**src/rtl/mcbq_ram.sv**
```systemverilog
// Generic single-clock RAM: one write port, one read port with registered read data.
// No dependencies.
module mcbq_ram #(
    parameter int WIDTH = 16,
    parameter int DEPTH = 256
) (
    input  logic                                   i_clk,
    input  logic                                   i_we,
    input  logic [(DEPTH > 1 ? $clog2(DEPTH) : 1)-1:0] i_waddr,
    input  logic [WIDTH-1:0]                       i_wdata,
    input  logic [(DEPTH > 1 ? $clog2(DEPTH) : 1)-1:0] i_raddr,
    output logic [WIDTH-1:0]                       o_rdata
);

    logic [WIDTH-1:0] r_mem [DEPTH];
    logic [WIDTH-1:0] r_rdata;

    always_ff @(posedge i_clk) begin
        if (i_we) begin
            r_mem[i_waddr] <= i_wdata;
        end
        r_rdata <= r_mem[i_raddr];
    end

    assign o_rdata = r_rdata;

endmodule

```
**config.mk**
```make
export PLATFORM = sky130hd
export DESIGN_NAME = mcbq_ram
export DESIGN_NICKNAME = d
export VERILOG_FILES = /design/src/rtl/mcbq_ram.sv
export SDC_FILE = /design/constraint.sdc
export NUM_CORES = 2
export LEC_CHECK = 0
export BUFFER_PORTS_ARGS = -buffer_cell sky130_fd_sc_hd__buf_2
export CAP_MARGIN = 40
export CORE_AREA = 2 2 579 696
export DETAILED_ROUTE_END_ITERATION = 10
export DIE_AREA = 0 0 581 698
export PLACE_DENSITY_LB_ADDON = 0.2
export SKIP_CTS_REPAIR_TIMING = 1
export SYNTH_ARGS = -nofsm -noshare
export SYNTH_HDL_FRONTEND = slang
export SYNTH_SLANG_ARGS = --single-unit
```
**constraint.sdc**
```tcl
create_clock -name i_clk -period 3.6 [get_ports i_clk]
set_input_delay 0.72 -clock i_clk [delete_from_list [all_inputs] [get_ports i_clk]]
set_output_delay 0.72 -clock i_clk [all_outputs]
set_load 0.02 [all_outputs]
```
-- Word level (Yosys, flattened, before mapping)
Memory sizes are Yosys's and may differ from the RTL's. A register that Yosys moved wholly into a read port is not among the register bits.
Index checks and enable logic that the tools add are counted.
- output and inout bits: 16
- bits in writable memories: 4096
- memories kept: 1
- flip-flop bits (word level): 0
- logic and storage cells: 3
- bits of input ports: 34
- memory list (name ; words ; width ; read ports ; clocked after memory_dff ; write ports ; line ; source):
    r_mem ; 256 ; 16 ; 1 ; 1 ; 1 ; 15 ; logic [WIDTH-1:0] r_mem [DEPTH];
- mux-type cells: 2
- operators by type and width (kind ; number):
    $mux W1 ; 2

-- Logic depth before layout (Yosys ltp)
- word-level depth: 2
- gate-level depth with buffers: 12
- mapped depth without buffers: 6

-- Worst setup path after synthesis
No wires, ideal clock.
- path kind: input to register
- from: input port i_waddr[3] (netlist name)
- to: memory r_mem[235][0], enable pin
- path slack: 0.715 ns
- data arrival time: 2.497 ns
- cell stages on the path: 6
- required time: 3.212 ns
- path buffers: 3
- path through: clkbuf_1 -> nor2b_1 -> clkbuf_1 -> nand4_1 -> clkbuf_1 -> nor2_1
- RTL lines (what ; line ; source):
    from (decl) ; 9 ; input logic [(DEPTH > 1 ? $clog2(DEPTH) : 1)-1:0] i_waddr,
    to (decl) ; 15 ;
Straight into the memory's write port.

==> results.sh <==
export IMPL_initial_core_util=0.399
export IMPL_insertion_delay_ns=1.00
export IMPL_dieArea_mm2=0.406
export IMPL_globalplace_congestion=0.925
export IMPL_io_pins=50
export IMPL_status="finished, violations left"
export IMPL_cts_root_buf="clkbuf_16"
export IMPL_setup_viol=0
export IMPL_cts_tree="built"
export IMPL_hold_class="input port to flip-flop"
export IMPL_worstSetupEndpointType="flip-flop"
export IMPL_cp_slowest_cell="o32ai_1"
export IMPL_layout_cell_area_non_filler_mm2=0.184
export IMPL_powerDensity_mw_per_mm2=545
export IMPL_ys_warn_count=0
export IMPL_die_width_um=581
export IMPL_drive_above_1_share=0.291
export IMPL_cts_max_level=5
export IMPL_synth_cell_type_count=52
export IMPL_worstPathMaxFanout=28
export IMPL_ys_seq_elements=4112
export IMPL_ant_nets=0
export IMPL_io_buffers=49
export IMPL_dpl_hpwl_um=285000
export IMPL_dp_cells=13000
export IMPL_fp_row_count=254
export IMPL_synth_top_cell_area_share=0.775
export IMPL_numCtsBuffers=406
export IMPL_drtIter0Drc=9354
export IMPL_avgSynthCellArea_um2=21.6
export IMPL_hold_violations=0
export IMPL_synth_common_cells="edfxtp_1 (4096), mux4_2 (797), mux2i_1 (565)"
export IMPL_synthCells=7360
export IMPL_core_area_mm2=0.398
export IMPL_nets=8244
export IMPL_cp_endpoint="o_rdata[7]$_DFF_P_"
export IMPL_clock_path_buffers=4
export IMPL_grt_antenna_before_repair=33
export IMPL_violations="slew limit"
export IMPL_n_fill_cell=32900
export IMPL_cp_arrival_ns=4.16
export IMPL_wirelength_um=456000
export IMPL_tightest_slew_ns=1.54
export IMPL_die_y_um=698
export IMPL_synth_edf_count=4096
export IMPL_rr_worst_depth=6
export IMPL_dr_pass1_iters=8
export IMPL_critPathTopFamily="compound AO/OA/AOI/OAI gates"
export IMPL_area_growth_pct=16.2
export IMPL_reg2reg_from="r_mem[31][7]$_DFFE_PP_"
export IMPL_maxSlewHeadroom=-0.0238
export IMPL_layoutNonFillerInstCount=13800
export IMPL_grt_util_all_layers=0.221
export IMPL_fin_crit_ns=3.31
export IMPL_critPathRequiredTime_ns=4.45
export IMPL_period_share=0.919
export IMPL_maxCapViolations=0
export IMPL_max_stage_delay_ns=0.94
export IMPL_skew_ns=0.0582
export IMPL_synth_seq_area_share=0.777
export IMPL_leakage_nw=59.0
export IMPL_ys_async_sr_fraction=0
export IMPL_critPathLaunchType="input port"
export IMPL_timing_critical_path_buf_inv=4
export IMPL_crit_cells=9
export IMPL_crit_path_start="i_raddr[0]"
export IMPL_grt_max_degree=130
export IMPL_synth_top_flop_cell="edfxtp_1"
export IMPL_synth_nets=7394
export IMPL_crit_chain="buf_12 > buf_12 > buf_12 > mux4_2 > mux4_2 > a22o_1 > o32ai_1 > buf_4 > nor4_1"
export IMPL_grt_pass1_vias=80500
export IMPL_viasPerCell=5.78
export IMPL_rsz0062_at_grt="no"
export IMPL_drcViolationCount=0
export IMPL_netlist_area_mm2=0.159
export IMPL_cts_clk_slew_worst_paths_ns=0.06
export IMPL_worstSetupPathType="input port to flip-flop"
export IMPL_tns_ns=0
export IMPL_drv_slew=22
export IMPL_synth_top_area_cell="edfxtp_1"
export IMPL_yosys_cell_count_top_type="edfxtp_1"
export IMPL_r2r_setup_slack_ns=0.42
export IMPL_cts_sinks=4112
export IMPL_grt_remaining_overflow=0
export IMPL_vias=79800
export IMPL_power_mw=100
export IMPL_crit_path_frequent_cell="buf_12"
export IMPL_wl_per_cell_um=33.0
export IMPL_fmax_mhz=302
export IMPL_grt_pass1_wl_um=635000
export IMPL_synth_area_leaders="edfxtp_1 (77%), mux4_2 (11%), mux2i_1 (3.6%)"
export IMPL_power_ir_vdd_worst_mv=0.399
export IMPL_worstReg2RegEnd="o_rdata[7]$_DFF_P_"
export IMPL_placed_cell_area_mm2=0.171
final cells by class:
class / instances / area, µm² / share of cell area
multi-input cells: 2792 / 33100 / 0.179
well taps: 5248 / 6570 / 0.0356
clock inverters: 238 / 2320 / 0.0126
flip-flops and latches: 4112 / 123000 / 0.669
repair buffers: 894 / 8330 / 0.0452
inverters: 4 / 27.5 / 0.000149
diodes: 11 / 27.5 / 0.000149
clock buffers: 508 / 10700 / 0.0582
state kept, by name (all words and copies together), names as in the netlist:
name / count
o_rdata: 16
r_mem: 4096
worst min path at each step:
stage | startpoint | to | slack [ns] | cells after the start
after global placement | r_mem[194][9]$_DFFE_PP_ | o_rdata[9]$_DFF_P_ | 1.0 | 6
final | i_wdata[0] | r_mem[136][0]$_DFFE_PP_ | 0.16 | 1
after floorplan | i_wdata[0] | r_mem[0][0]$_DFFE_PP_ | 0.82 | 0
after detailed placement | r_mem[194][2]$_DFFE_PP_ | o_rdata[2]$_DFF_P_ | 1.00 | 6
after CTS | i_wdata[10] | r_mem[255][10]$_DFFE_PP_ | -0.05 | 1
after global routing | i_wdata[0] | r_mem[137][0]$_DFFE_PP_ | 0.12 | 1
per-stage QoR:
step | hold slack [ns] | util | setup WS, ns
6_report | 0.165 | 0.463 | 0.291
5_1_grt | 0.120 | 0.463 | 0.350
4_1_cts | -0.0456 | 0.463 | 0.452
3_5_place_dp | 1.00 | 0.430 | -0.609
3_3_place_gp | 0.996 | 0.430 | -0.698
2_1_floorplan | 0.819 | - | 0.715
logic make-up after synthesis:
group                  Yosys count  share of synthesized area
AOI/OAI and AO/OA              786                     0.0354
buffers and inverters          456                     0.0169
DFF                           4112                      0.777
muxes                         1450                      0.155
and+or+nand+nor                556                     0.0157
routing by layer:
layer	vias up	part of all wire	track usage
li1	33000	-	-
met1	43100	0.40	0.293
met2	2974	0.49	0.364
met3	688	0.063	0.0323
met4	18	0.050	0.0966
met5	-	0.00022	0
power by group:
part	total (mW)	internal [mW]	switching, mW	leakage [nW]
registers	52.9	52.8	0.129	36.9
logic	5.50	2.00	3.49	15.7
clock network	42.0	23.9	18.2	6.36
total	100	78.7	21.8	59.0
cell usage in the layout, fill, tap and decap left out, types with 18 or more instances in the layout:
cell type,netlist,final
a211oi_1,18,18
a21oi_1,175,175
a221oi_1,28,28
a22o_1,32,32
a22oi_1,43,43
buf_12,5,125
buf_2,76,34
buf_4,26,715
bufinv_16,0,38
clkbuf_1,230,93
clkbuf_16,0,415
clkinv_1,0,82
clkinv_2,0,80
edfxtp_1,4096,4096
mux2_2,88,88
mux2i_1,565,565
mux4_2,797,797
nand2_1,38,37
nand3_1,35,26
nand4_1,26,26
nor2_1,304,198
nor2_2,0,105
nor3_1,92,90
o21ai_0,37,37
o221ai_1,252,252
o22ai_1,148,148
Note: power is estimated with default switching activity, not from simulation.
